===== config.mk =====
export PLATFORM = sky130hd
export DESIGN_NAME = priority_wait_queue_top
export DESIGN_NICKNAME = d
export VERILOG_FILES = /design/src/hw/rtl/pwq_pkg.sv /design/src/hw/rtl/pwq_ram.sv /design/src/hw/rtl/priority_wait_queue_top.sv
export VERILOG_INCLUDE_DIRS = /design/src /design/src/hw/rtl
export SDC_FILE = /design/constraint.sdc
export NUM_CORES = 1
export LEC_CHECK = 0
export ABC_AREA = 1
export BUFFER_PORTS_ARGS = -buffer_cell sky130_fd_sc_hd__clkbuf_2
export CORE_UTILIZATION = 55
export DETAILED_ROUTE_END_ITERATION = 8
export MAX_ROUTING_LAYER = met4
export PLACE_DENSITY = 0.78
export SLEW_MARGIN = 20
export SYNTH_ARGS = -nofsm -noshare
export SYNTH_HDL_FRONTEND = slang
export SYNTH_SLANG_ARGS = --single-unit

===== constraint.sdc =====
create_clock -name clk -period 5.88 [get_ports clk]
set_input_delay 0.882 -clock clk [delete_from_list [all_inputs] [get_ports clk]]
set_output_delay 0.882 -clock clk [all_outputs]
set_load 0.005 [all_outputs]

===== src/hw/rtl/priority_wait_queue_top_macros.svh =====
// ----------------------------------------------------------------------------
// Assertion macros for the priority wait queue
// Concurrent checks clocked on clk, with and without the reset guard.
// ----------------------------------------------------------------------------
`ifndef PRIORITY_WAIT_QUEUE_TOP_MACROS_SVH
`define PRIORITY_WAIT_QUEUE_TOP_MACROS_SVH

// check outside reset
`define PWQ_ASSERT(name, prop, msg) \
  name: assert property (@(posedge clk) disable iff (rst) prop) else $error(msg);

// check on every edge, reset included
`define PWQ_ASSERT_ALWAYS(name, prop, msg) \
  name: assert property (@(posedge clk) prop) else $error(msg);

`endif


===== src/hw/rtl/pwq_pkg.sv =====
// ----------------------------------------------------------------------------
// Priority wait queue package
// Sizes, action codes, entry and memory request types, pointer helpers.
// ----------------------------------------------------------------------------
`timescale 1ns / 1ps

package pwq_pkg;

  localparam int QUEUE_DEPTH = 16;
  localparam int ADDR_W      = $clog2(QUEUE_DEPTH);
  localparam int CNT_W       = $clog2(QUEUE_DEPTH + 1);

  localparam logic [1:0] ACT_WAIT = 2'd0;
  localparam logic [1:0] ACT_ONE  = 2'd1;
  localparam logic [1:0] ACT_ALL  = 2'd2;

  typedef logic [ADDR_W-1:0] addr_t;
  typedef logic [CNT_W-1:0]  cnt_t;

  typedef struct packed {
    logic [7:0] thread;
    logic [7:0] prio;
  } entry_t;

  typedef struct packed {
    logic   rd_en;
    addr_t  rd_addr;
    logic   wr_en;
    addr_t  wr_addr;
    entry_t wr_data;
  } mem_req_t;

  function automatic addr_t ptr_inc(input addr_t p);
    return (p == ADDR_W'(QUEUE_DEPTH - 1)) ? '0 : ADDR_W'(p + 1'b1);
  endfunction

  function automatic addr_t ptr_dec(input addr_t p);
    return (p == '0) ? ADDR_W'(QUEUE_DEPTH - 1) : ADDR_W'(p - 1'b1);
  endfunction

endpackage


===== src/hw/rtl/pwq_ram.sv =====
// ----------------------------------------------------------------------------
// Priority wait queue entry store
// One write port, one read port with registered read data.
// ----------------------------------------------------------------------------
`timescale 1ns / 1ps

module pwq_ram (
  input  logic              clk,
  input  pwq_pkg::mem_req_t req,
  output pwq_pkg::entry_t   rd_data
);
  import pwq_pkg::*;

  entry_t mem [QUEUE_DEPTH];

  always_ff @(posedge clk) begin
    if (req.wr_en) begin
      mem[req.wr_addr] <= req.wr_data;
    end
  end

  always_ff @(posedge clk) begin
    if (req.rd_en) begin
      rd_data <= mem[req.rd_addr];
    end
  end

endmodule


===== src/hw/rtl/priority_wait_queue_top.sv =====
// ----------------------------------------------------------------------------
// Priority wait queue
// Thread ids ordered by descending priority, FIFO among equal priorities.
// ----------------------------------------------------------------------------
// Input channel (in_valid/in_ready) takes action, thread_id, thread_priority.
// Output channel (out_valid/out_ready) gives woken_thread, woken_valid,
// overflow and last; last marks the final result of each input item.
// Entries sit in a circular buffer in one memory, kept sorted from head.
// Enqueue walks back from the tail, moving lower-priority entries up one
// slot: each entry examined is read in ST_INS_RD, then compared and moved
// in ST_INS_CMP, and the new entry is written where the walk stops.
// A refused enqueue, an empty wake or an unused action gives its result
// from ST_RESP; wake one reads the head entry and gives it from ST_POP_OUT.
// Wake all reads the head entry, then gives one result per cycle while the
// receiver takes them. in_ready returns with the final result, so the next
// item can be accepted while that result is presented.
// One item is processed at a time; in_ready is high whenever no item is in
// progress, even while a result waits in the output register.
// A stalled receiver holds the output register and the step that loads it.
// Reset empties the queue and drops any pending result; memory contents
// are not cleared.
// ----------------------------------------------------------------------------
`timescale 1ns / 1ps
`include "priority_wait_queue_top_macros.svh"

module priority_wait_queue_top (
  input  logic       clk,
  input  logic       rst,
  input  logic       in_valid,
  output logic       in_ready,
  input  logic [1:0] action,
  input  logic [7:0] thread_id,
  input  logic [7:0] thread_priority,
  output logic       out_valid,
  input  logic       out_ready,
  output logic [7:0] woken_thread,
  output logic       woken_valid,
  output logic       overflow,
  output logic       last
);
  import pwq_pkg::*;

  typedef enum logic [4:0] {
    ST_IDLE    = 5'b00001,
    ST_INS_RD  = 5'b00010,
    ST_INS_CMP = 5'b00100,
    ST_POP_OUT = 5'b01000,
    ST_RESP    = 5'b10000
  } state_t;

  localparam cnt_t FULL_CNT = CNT_W'(QUEUE_DEPTH);

  state_t     state, state_next;
  addr_t      head, head_next;
  cnt_t       count, count_next;
  addr_t      pos, pos_next;
  addr_t      remain, remain_next;
  logic       all_mode, all_mode_next;
  logic       res_ovf, res_ovf_next;
  logic [7:0] cur_thread, cur_thread_next;
  logic [7:0] cur_prio, cur_prio_next;

  logic       out_valid_next;
  logic [7:0] woken_thread_next;
  logic       woken_valid_next, overflow_next, last_next;

  mem_req_t    req;
  entry_t      rd_data;
  logic        load_ok;
  logic        in_fire;
  logic [ADDR_W:0] tail_sum;
  addr_t       tail;

  pwq_ram u_ram (
    .clk     (clk),
    .req     (req),
    .rd_data (rd_data)
  );

  assign in_ready = (state == ST_IDLE);
  assign in_fire  = in_valid && in_ready;
  assign load_ok  = !out_valid || out_ready;

  assign tail_sum = (ADDR_W + 1)'(head) + (ADDR_W + 1)'(count);
  assign tail     = (tail_sum >= (ADDR_W + 1)'(QUEUE_DEPTH))
                  ? ADDR_W'(tail_sum - (ADDR_W + 1)'(QUEUE_DEPTH))
                  : ADDR_W'(tail_sum);

  always_comb begin
    state_next        = state;
    head_next         = head;
    count_next        = count;
    pos_next          = pos;
    remain_next       = remain;
    all_mode_next     = all_mode;
    res_ovf_next      = res_ovf;
    cur_thread_next   = cur_thread;
    cur_prio_next     = cur_prio;
    out_valid_next    = out_valid && !out_ready;
    woken_thread_next = woken_thread;
    woken_valid_next  = woken_valid;
    overflow_next     = overflow;
    last_next         = last;
    req               = '0;

    unique case (state)
      ST_IDLE: begin
        if (in_fire) begin
          cur_thread_next = thread_id;
          cur_prio_next   = thread_priority;
          all_mode_next   = (action == ACT_ALL);
          res_ovf_next    = 1'b0;
          priority if (action == ACT_WAIT) begin
            if (count == FULL_CNT) begin
              res_ovf_next = 1'b1;
              state_next   = ST_RESP;
            end else begin
              pos_next    = tail;
              remain_next = count[ADDR_W-1:0];
              state_next  = ST_INS_RD;
            end
          end else if (action == ACT_ONE || action == ACT_ALL) begin
            if (count == '0) begin
              state_next = ST_RESP;
            end else begin
              req.rd_en   = 1'b1;
              req.rd_addr = head;
              state_next  = ST_POP_OUT;
            end
          end else begin
            state_next = ST_RESP;
          end
        end
      end

      ST_INS_RD: begin
        if (remain == '0) begin
          req.wr_en   = 1'b1;
          req.wr_addr = pos;
          req.wr_data = '{thread: cur_thread, prio: cur_prio};
          count_next  = CNT_W'(count + 1'b1);
          state_next  = ST_RESP;
        end else begin
          req.rd_en   = 1'b1;
          req.rd_addr = ptr_dec(pos);
          state_next  = ST_INS_CMP;
        end
      end

      ST_INS_CMP: begin
        req.wr_en   = 1'b1;
        req.wr_addr = pos;
        if (rd_data.prio >= cur_prio) begin
          req.wr_data = '{thread: cur_thread, prio: cur_prio};
          count_next  = CNT_W'(count + 1'b1);
          state_next  = ST_RESP;
        end else begin
          req.wr_data = rd_data;
          pos_next    = ptr_dec(pos);
          remain_next = ADDR_W'(remain - 1'b1);
          state_next  = ST_INS_RD;
        end
      end

      ST_POP_OUT: begin
        if (load_ok) begin
          out_valid_next    = 1'b1;
          woken_thread_next = rd_data.thread;
          woken_valid_next  = 1'b1;
          overflow_next     = 1'b0;
          last_next         = !all_mode || (count == CNT_W'(1));
          head_next         = ptr_inc(head);
          count_next        = CNT_W'(count - 1'b1);
          if (all_mode && count != CNT_W'(1)) begin
            req.rd_en   = 1'b1;
            req.rd_addr = ptr_inc(head);
          end else begin
            state_next = ST_IDLE;
          end
        end
      end

      ST_RESP: begin
        if (load_ok) begin
          out_valid_next    = 1'b1;
          woken_thread_next = '0;
          woken_valid_next  = 1'b0;
          overflow_next     = res_ovf;
          last_next         = 1'b1;
          state_next        = ST_IDLE;
        end
      end

      default: begin
        state_next = ST_IDLE;
      end
    endcase
  end

  always_ff @(posedge clk) begin
    if (rst) begin
      state     <= ST_IDLE;
      head      <= '0;
      count     <= '0;
      out_valid <= 1'b0;
    end else begin
      state     <= state_next;
      head      <= head_next;
      count     <= count_next;
      out_valid <= out_valid_next;
    end
  end

  always_ff @(posedge clk) begin
    pos          <= pos_next;
    remain       <= remain_next;
    all_mode     <= all_mode_next;
    res_ovf      <= res_ovf_next;
    cur_thread   <= cur_thread_next;
    cur_prio     <= cur_prio_next;
    woken_thread <= woken_thread_next;
    woken_valid  <= woken_valid_next;
    overflow     <= overflow_next;
    last         <= last_next;
  end

  `PWQ_ASSERT_ALWAYS(a_reset_empty, rst |=> (count == '0) && !out_valid, "reset left queue busy")
  `PWQ_ASSERT(a_count_bound, count <= FULL_CNT, "entry count beyond depth")
  `PWQ_ASSERT(a_pop_nonempty, (state == ST_POP_OUT) |-> (count != '0), "pop on empty queue")
  `PWQ_ASSERT(a_full_refuse, (in_fire && action == ACT_WAIT && count == FULL_CNT) |=> (state == ST_RESP) && res_ovf && (count == FULL_CNT), "full enqueue not refused")

endmodule


# Word-level counts from Yosys, hierarchy flattened
# Memory sizes are Yosys's and may differ from the RTL's. A register that Yosys moved wholly into a read port is not among the register bits.
# Cells that the tools add are included.
# totals
ff_bits	52
ramBits	256
in_bits	22
out_inout_bits	13
word_cells	121
n_memories	1
# classes
addsub	7
n_lt_le_gt_ge	2
n_eq_ne	20
muxes	54
n_reduce_logical	23
# memory_table
name	depth	width	rd	rd_ports_with_merged_regs	write_ports	line_no	source
u_ram.mem	16	16	1	1	1	pwq_ram.sv:14	entry_t mem [QUEUE_DEPTH];
# op_table
op	count
2-to-1 mux 5 bit	20
2-to-1 mux 4 bit	11
case mux 21 bit (2 select lines)	1
case mux 5 bit (3 select lines)	2
case mux 5 bit (5 select lines)	1
2-to-1 mux 21 bit	1
2-to-1 mux 16 bit	1
2-to-1 mux 8 bit	2
case mux 4 bit (2 select lines)	2
case mux 8 bit (2 select lines)	1
inequality test 2 bit, second input constant	7
subtractor 4 x 1 -> 4 bit, second input constant	3
== test 5 x 1 -> 1 bit, second input constant	2
== test 5 bit, second input constant	2
2-to-1 mux 1 bit	9
greater-or-equal comparator 8 bit	1
zero test 4 bit	2
AND reduction 4 bit	2
case mux 1 bit (2 select lines)	3
adder 4 x 5 -> 5 bit	1
adder 5 x 1 -> 5 bit, second input constant	1
== test 5 x 2 -> 1 bit, second input constant	1
== test 5 x 3 -> 1 bit, second input constant	1
== test 5 x 4 -> 1 bit, second input constant	1
other kinds (19)	28

# Depth between registers and ports, before layout
# Gate-level depths: netlist (run 1).
# logic_depth
word_depth	7
mapped_depth	15
depth_no_buf	13

# Cells and area by module
# A second synthesis (run 1) with hierarchy kept.
# hier_totals
hier_cells	1437
area_unflattened_um2	14650.3
# by_module_without_submodules
mod	n_inst	cells_each	area_each_um2	seq_area_each_um2
pwq_ram	1	1074	11541.1	8167.8
priority_wait_queue_top	1	363	3109.2	1411.4

# Least setup slack after synthesis (run 1)
# No wires, ideal clock.
# synth_timing
path_type	register to register
start	reg remain[0]
end	mem u_ram.mem[8][0] (netlist name), enable pin
setup_time_ps	409
arrival_ps	2288
slack_ps	3183
path_stages_with_launch	8
path_cell_list	edfxtp_1 inv_1 ha_1 nor3b_2 nand2_1 nand2_1 inv_1 nor3_1
# synth_via
elab_chain_len	5
# synth_lines
item	line_no	source
start, declared	priority_wait_queue_top.sv:57	addr_t remain, remain_next;
start signal, assigned	priority_wait_queue_top.sv:216	remain <= remain_next;
zero test 4 bit (*)	priority_wait_queue_top.sv:137	if (remain == '0) begin
2-to-1 mux 21 bit (*)	priority_wait_queue_top.sv:137	
case mux 21 bit (2 select lines) (*)	priority_wait_queue_top.sv:106	unique case (state)
2-to-1 mux 1 bit	pwq_ram.sv:17	if (req.wr_en) begin
2-to-1 mux 1 bit (not written as such)	pwq_ram.sv:18	mem[req.wr_addr] <= req.wr_data;
end, declared	pwq_ram.sv:14	
# Every way passes the cells marked *; elsewhere a longest branch is shown, timed or not.

# Worst setup path in the final report (run 1)
# layout_timing
start	reg count[0]
end	reg u_ram.rd_data[10] (netlist name)
# layout_via
elab_chain_len	6
elab_cells_between_ends	10
classes_between	eq/ne (1); mux (7); reduce/logical (2)
# layout_lines
item	line_no	source
start, declared	priority_wait_queue_top.sv:55	cnt_t count, count_next;
start signal, assigned	priority_wait_queue_top.sv:209	count <= count_next;
zero test 5 bit	priority_wait_queue_top.sv:123	if (count == '0) begin
2-to-1 mux 5 bit	priority_wait_queue_top.sv:123	
2-to-1 mux 5 bit	priority_wait_queue_top.sv:122	end else if (action == ACT_ONE || action == ACT_ALL) begin
2-to-1 mux 5 bit	priority_wait_queue_top.sv:113	priority if (action == ACT_WAIT) begin
2-to-1 mux 5 bit	priority_wait_queue_top.sv:108	if (in_fire) begin
case mux 5 bit (3 select lines) (*)	priority_wait_queue_top.sv:106	
# Marks and branches as above.
# A chain may end at the register's enable or synchronous reset.

==> results of run 1 <==
-- Yosys cell counts --
master	n
nand2_1	220
a21boi_2	1
a31oi_1	3
inv_1	331
o221ai_1	1
a21oi_1	12
buf_4	16
nor4_1	1
nor4_4	1
ha_1	20
nand3_1	241
xor2_1	5
nor2_1	43
clkbuf_1	4
o22ai_1	1
inv_2	7
o21ai_0	36
a211oi_1	2
xnor2_1	4
buf_2	54
a21boi_1	1
and2_1	1
nor2_2	4
nand4_1	130
nor3b_2	1
nand3_4	1
edfxtp_1	309
buf_1	8
nor2_4	2
fa_1	1
dfxtp_1	15
o211ai_2	2
nand4_2	1
nor3_1	9
buf_6	1
-- final cells by class --
cell class / count / area [um2] / share of cell area (%)
clock inverters: 15 / 151 / 0.899
well taps: 341 / 427 / 2.53
inverters: 338 / 1270 / 7.54
clock buffers: 45 / 976 / 5.80
multi-input cells: 744 / 3990 / 23.7
repair buffers: 70 / 448 / 2.66
flip-flops and latches: 324 / 9580 / 56.9
-- state kept, by name, summed over array words and instances (netlist names), 5 cells and up --
signal and count:
u_ram.rd_data 16, woken_thread 8, cur_thread 8, cur_prio 8, count 5, state 5
u_ram.mem 256
-- kinds of logic after synthesis --
| family | after synthesis | share of synthesized area, % |
|---|---|---|
| AO/OA/AOI/OAI | 59 | 2.20 |
| XOR/XNOR | 9 | 0.520 |
| adder cells (fa/ha/maj) | 21 | 1.78 |
| buffers and inverters | 421 | 11.3 |
| flip-flops | 324 | 63.2 |
| AND/OR/NAND/NOR | 655 | 21.0 |
-- power by group through the flow --
stage / clock network, mW / logic (mW) / registers [mW]
finish: 2.17 / 0.140 / 2.54
global route: 2.27 / 0.156 / 2.54
CTS: 2.19 / 0.139 / 2.54
detailed placement: 0 / 0.137 / 2.59
global placement: 0 / 0.133 / 2.59
floorplan: 0 / 0.0914 / 2.59
-- worst min path at each step --
stage / start / end / depth (start not counted)
after floorplan: head[0] / head[0] / 2
after global routing: thread_id[7] / cur_thread[7] / 1
after CTS: thread_id[7] / cur_thread[7] / 1
final: thread_id[7] / cur_thread[7] / 1
after detailed placement: u_ram.rd_data[10] / woken_thread[2] / 2
after global placement: u_ram.rd_data[10] / woken_thread[2] / 2
-- stage by stage --
step           setup slack (ns)  std cells  hold WS (ns)  utilization (%)  power (mW)
6_report                   1.79       1877         0.544             62.3        4.85
4_1_cts                    1.87       1877         0.530             62.2        4.87
3_5_place_dp               1.44       1817         0.539             58.0        2.73
5_1_grt                    1.57       1877         0.534             62.3        4.97
2_1_floorplan              3.18       1489         0.484                -        2.68
3_3_place_gp               1.54       1817         0.521             58.0        2.72
-- routing by layer --
metal	global-route usage (%)	part of all wire, %
met5	-	0
met4	13.1	4.1
met3	3.55	9.1
met2	43.2	47
met1	35.1	39
-- worst reg2reg max path, delay by kind of cell (launching register included) --
family / cells / cell delay [ns]
fa+ha+maj: 1 / 0.26
buf+inv: 3 / 1.38
flops: 1 / 0.42
simple gates: 10 / 1.78
==> impl_metrics.toml, run 1 <==
[floorplanning]
core_area_um2 = 27000
die-area_um2 = 28200
num_rows = 60
die_y_um = 168
die_x_um = 168
start_util_pct = 56.1
io_pins = 35

[layout]
syn_to_final_growth_pct = 11.1
drive_above_1_share_pct = 10.5
layout_commonest_cell = "inv_1"
antenna_cells = 0
final_cell_mix = "331 x inv_1, 309 x edfxtp_1, 238 x nand3_1"
n_fill_cell = 2048
final_area_um2 = 16800
fin_nets = 1556

[logic_synthesis]
postSynthAreaPerCell_um2 = 10.2
syn-cell-area_um2 = 15200
syn_inst = 1489
synth_area_leaders = "edfxtp_1 61%, inv_1 8.2%, nand3_1 8.0%, nand2_1 5.5%, nand4_1 5.4%"
ys.warnings.count = 0
yosysTopAreaCellShare_pct = 61.2
synth_nets = 1532
yosysTopAreaCell = "edfxtp_1"
yosys_register_bits = 324
yosysSeqAreaShare_pct = 63.2
post_synth_num_cell_types = 35

[placement]
port_buffers = 34
place_hpwl_um = 20300
dpl-instance-area_um2 = 15700
gp_congestion = 0.913

[power]
power.switching_mw = 0.983
p_leak_nw = 7.55
p_clk_share_pct = 44.7
power.internal_mw = 3.87
ir_drop_uv = 183
p_per_area_nw_per_um2 = 288
seqPwrFrac_pct = 52.4
combPwrFrac_pct = 2.9
switching_share_pct = 20.3

[timing]
fmax_mhz = 245
skew_ns = 0.0145
setup_viol = 0
tns_ns = 0
timing.final.crit_share_pct = 69.6
worst_slew_pin_slew_ns = 1.11
finalMaxSlewViolations = 0
hold_viol_final = 0
relSlewSlack_pct = 25.6
grt_setup_unrepaired = "no"
min_period_ns = 4.09

[clocking]
post_cts_buffers = 0
cts.sinks = 324
hold_buffers = 0
cts.clk_slew.worst_paths_ns = 0.06
cts_tree = "done"
clockRootBuffer = "clkbuf_16"
ctsResizeCount = 0
cts_buffers = 35
clock_latency_ns = 0.52
htree_levels = 2
ctsLongestPathBuffers = 3

[setup_path]
crit_start = "count[0]"
crit_end = "u_ram.rd_data[10]"
max_stage_delay_ns = 0.79
crit_path_max_fanout = 86
worstSetupPathType = "register to register"
crit_family = "simple AND/OR/NAND/NOR gates"
startpoint_type = "register"
r2r_slack_ns = 1.79
cpMostUsedCell = "nand3_1"
r2r-end = "u_ram.rd_data[10]"
cp.required_ns = 6.14
slowest_stage = "buf_4"
endpoint_kind = "register"
worst-path-buf-inv = 3
path_depth = 14
path_cells = "inv_1, ha_1, nand3_1, nand2_1, nor2_1, nand2_4, nand3_4, buf_4, buf_4, nand2_1, nand3_1, nand3_1, nand3_1, nand2_1"
worstReg2RegStart = "count[0]"
arrival_ns = 4.35
rr_worst_depth = 14

[drt]
antenna_left = 0
num_vias = 10900
drtIter0Drc = 1296
drt_wl_total_um = 36400
drc = 0
routedWlPerCell_um = 19.4
vias_per_cell = 5.83
drt_pass1_iterations = 6

[run]
drv_cap = 0

[grt]
grt.overflow.total = 0
grt_usage_pct = 27.3
antenna_found_initial = 0
grt_start_max_net_pins = 113
grt_first_pass_wirelength_um = 57200
grt_pass1_vias = 10500

[run_status]
status = "finished clean"

[hold_path]
worstHoldPathType = "input pin to register"
(Power assumes the default switching activity.)
==> run 2: changes to the inputs <==
Settings changed: PLACE_DENSITY 0.78 to 0.81.
Clock period 5.88 ns to 3.6 ns, I/O delays scaled along.
==> impl_metrics.toml, run 2 (same netlist as run 1, synthesis figures left out) <==
[hold_path]
hold_start = "thread_id[7]"
worstHoldPathType = "input pin to register"

[floorplanning]
core_area_um2 = 27000
die_x_um = 168
die_y_um = 168
start_util_pct = 56.1
num_rows = 60
io_pins = 35
die-area_um2 = 28200

[grt]
grt_first_pass_wirelength_um = 58400
grt_pass1_vias = 10800
grt_usage_pct = 27.9
grt.overflow.total = 0
grt_start_max_net_pins = 129
antenna_found_initial = 0

[timing]
skew_ns = 0.0264
tns_ns = 0
worst_slew_pin_slew_ns = 1.00
relSlewSlack_pct = 33.0
fmax_mhz = 313
timing.final.crit_share_pct = 88.7
min_period_ns = 3.19
finalMaxSlewViolations = 0
setup_viol = 0
hold_viol_final = 0
grt_setup_unrepaired = "no"

[layout]
fin_nets = 1563
syn_to_final_growth_pct = 11.6
fin_cells = 1882
multiInputGateArea_um2 = 3960
n_fill_cell = 2011
largestRegisters = "u_ram.mem (256), u_ram.rd_data (16)"
antenna_cells = 0
layout_commonest_cell = "inv_1"
final_area_um2 = 16900
ff_latch_area_um2 = 9580
largest_reg_flops = 256
final_cell_mix = "331 x inv_1, 309 x edfxtp_1, 238 x nand3_1"
regMostFlops = "u_ram.mem"
drive_above_1_share_pct = 10.4

[clocking]
hold_buffers = 0
post_cts_buffers = 0
cts_tree = "done"
cts.sinks = 324
cts_buffers = 34
cts.clk_slew.worst_paths_ns = 0.06
htree_levels = 2
clockRootBuffer = "clkbuf_16"
ctsResizeCount = 0
ctsLongestPathBuffers = 3
clock_latency_ns = 0.53

[drt]
drt_pass1_iterations = 6
met1Wirelength_um = 14600
vias_per_cell = 5.94
topRoutingLayerUsed = "met4"
num_vias = 11200
antenna_left = 0
drc = 0
drtIter0Drc = 1585
routedWlPerCell_um = 20.1
wl_met3_um = 3580
drt_wl_total_um = 37800
wl_met2_um = 17800

[setup_path]
cpMostUsedCell = "nand3_1"
worstReg2RegStart = "count[1]"
arrival_ns = 3.53
startpoint_type = "register"
worstSetupPathType = "register to register"
path_cells = "inv_1, ha_1, nand3_1, nand2_1, nor2_1, nand2_1, nand3_2, buf_4, nand3_1, nand3_1, nand3_1, nand2_1"
crit_path_max_fanout = 64
crit_family = "simple AND/OR/NAND/NOR gates"
crit_start = "count[1]"
endpoint_kind = "register"
max_stage_delay_ns = 0.68
slowest_stage = "buf_4"
cp.required_ns = 3.94
worst-path-buf-inv = 2

[power]
p_total_mw = 7.85
ir_drop_uv = 435
p_leak_nw = 7.59
p_per_area_nw_per_um2 = 464

[run_status]
status = "finished clean"

[run]
drv_cap = 0

[placement]
placedCellCount = 1825
gp_congestion = 0.871
place_hpwl_um = 21100
port_buffers = 34
dpl-instance-area_um2 = 15800
run 2: worst paths after layout:
kind,endpoint,slack (ns),depth (start not counted)
setup / recovery,u_ram.rd_data[2],0.41,12
hold / removal,cur_thread[7],0.18,1
setup reg to reg,u_ram.rd_data[2],0.41,12
hold reg to reg,woken_thread[0],0.55,2
run 2: through the flow:
stage | hold WS, ns | worst slack [ns] | utilization, %
2_1_floorplan | 0.484 | 0.903 | -
3_3_place_gp | 0.538 | 0.551 | 58.5
3_5_place_dp | 0.538 | 0.473 | 58.5
4_1_cts | 0.183 | 0.473 | 62.5
5_1_grt | 0.191 | 0.262 | 62.5
6_report | 0.181 | 0.408 | 62.5
run 2: area by class of cell:
class                      instances  share of cell area (%)
clock inverter                    12                   0.733
clock buffer                      45                    5.66
multi-input combinational        744                    23.4
sequential                       324                    56.7
timing repair buffer              78                    3.48
tap                              341                    2.52
inverter                         338                    7.51
run 2: power by group:
group / total, mW / switching (mW) / internal [mW] / leakage [nW]
sequential: 4.15 / 0.0224 / 4.13 / 2.44
combinational: 0.226 / 0.156 / 0.0695 / 4.63
clock: 3.47 / 1.40 / 2.07 / 0.522
run 2: routing by layer:
metal,GRT usage [%],up-vias
li1,-,5068
met1,35.6,5366
met2,42.6,615
met3,4.98,125
met4,14.9,0
met5,-,-
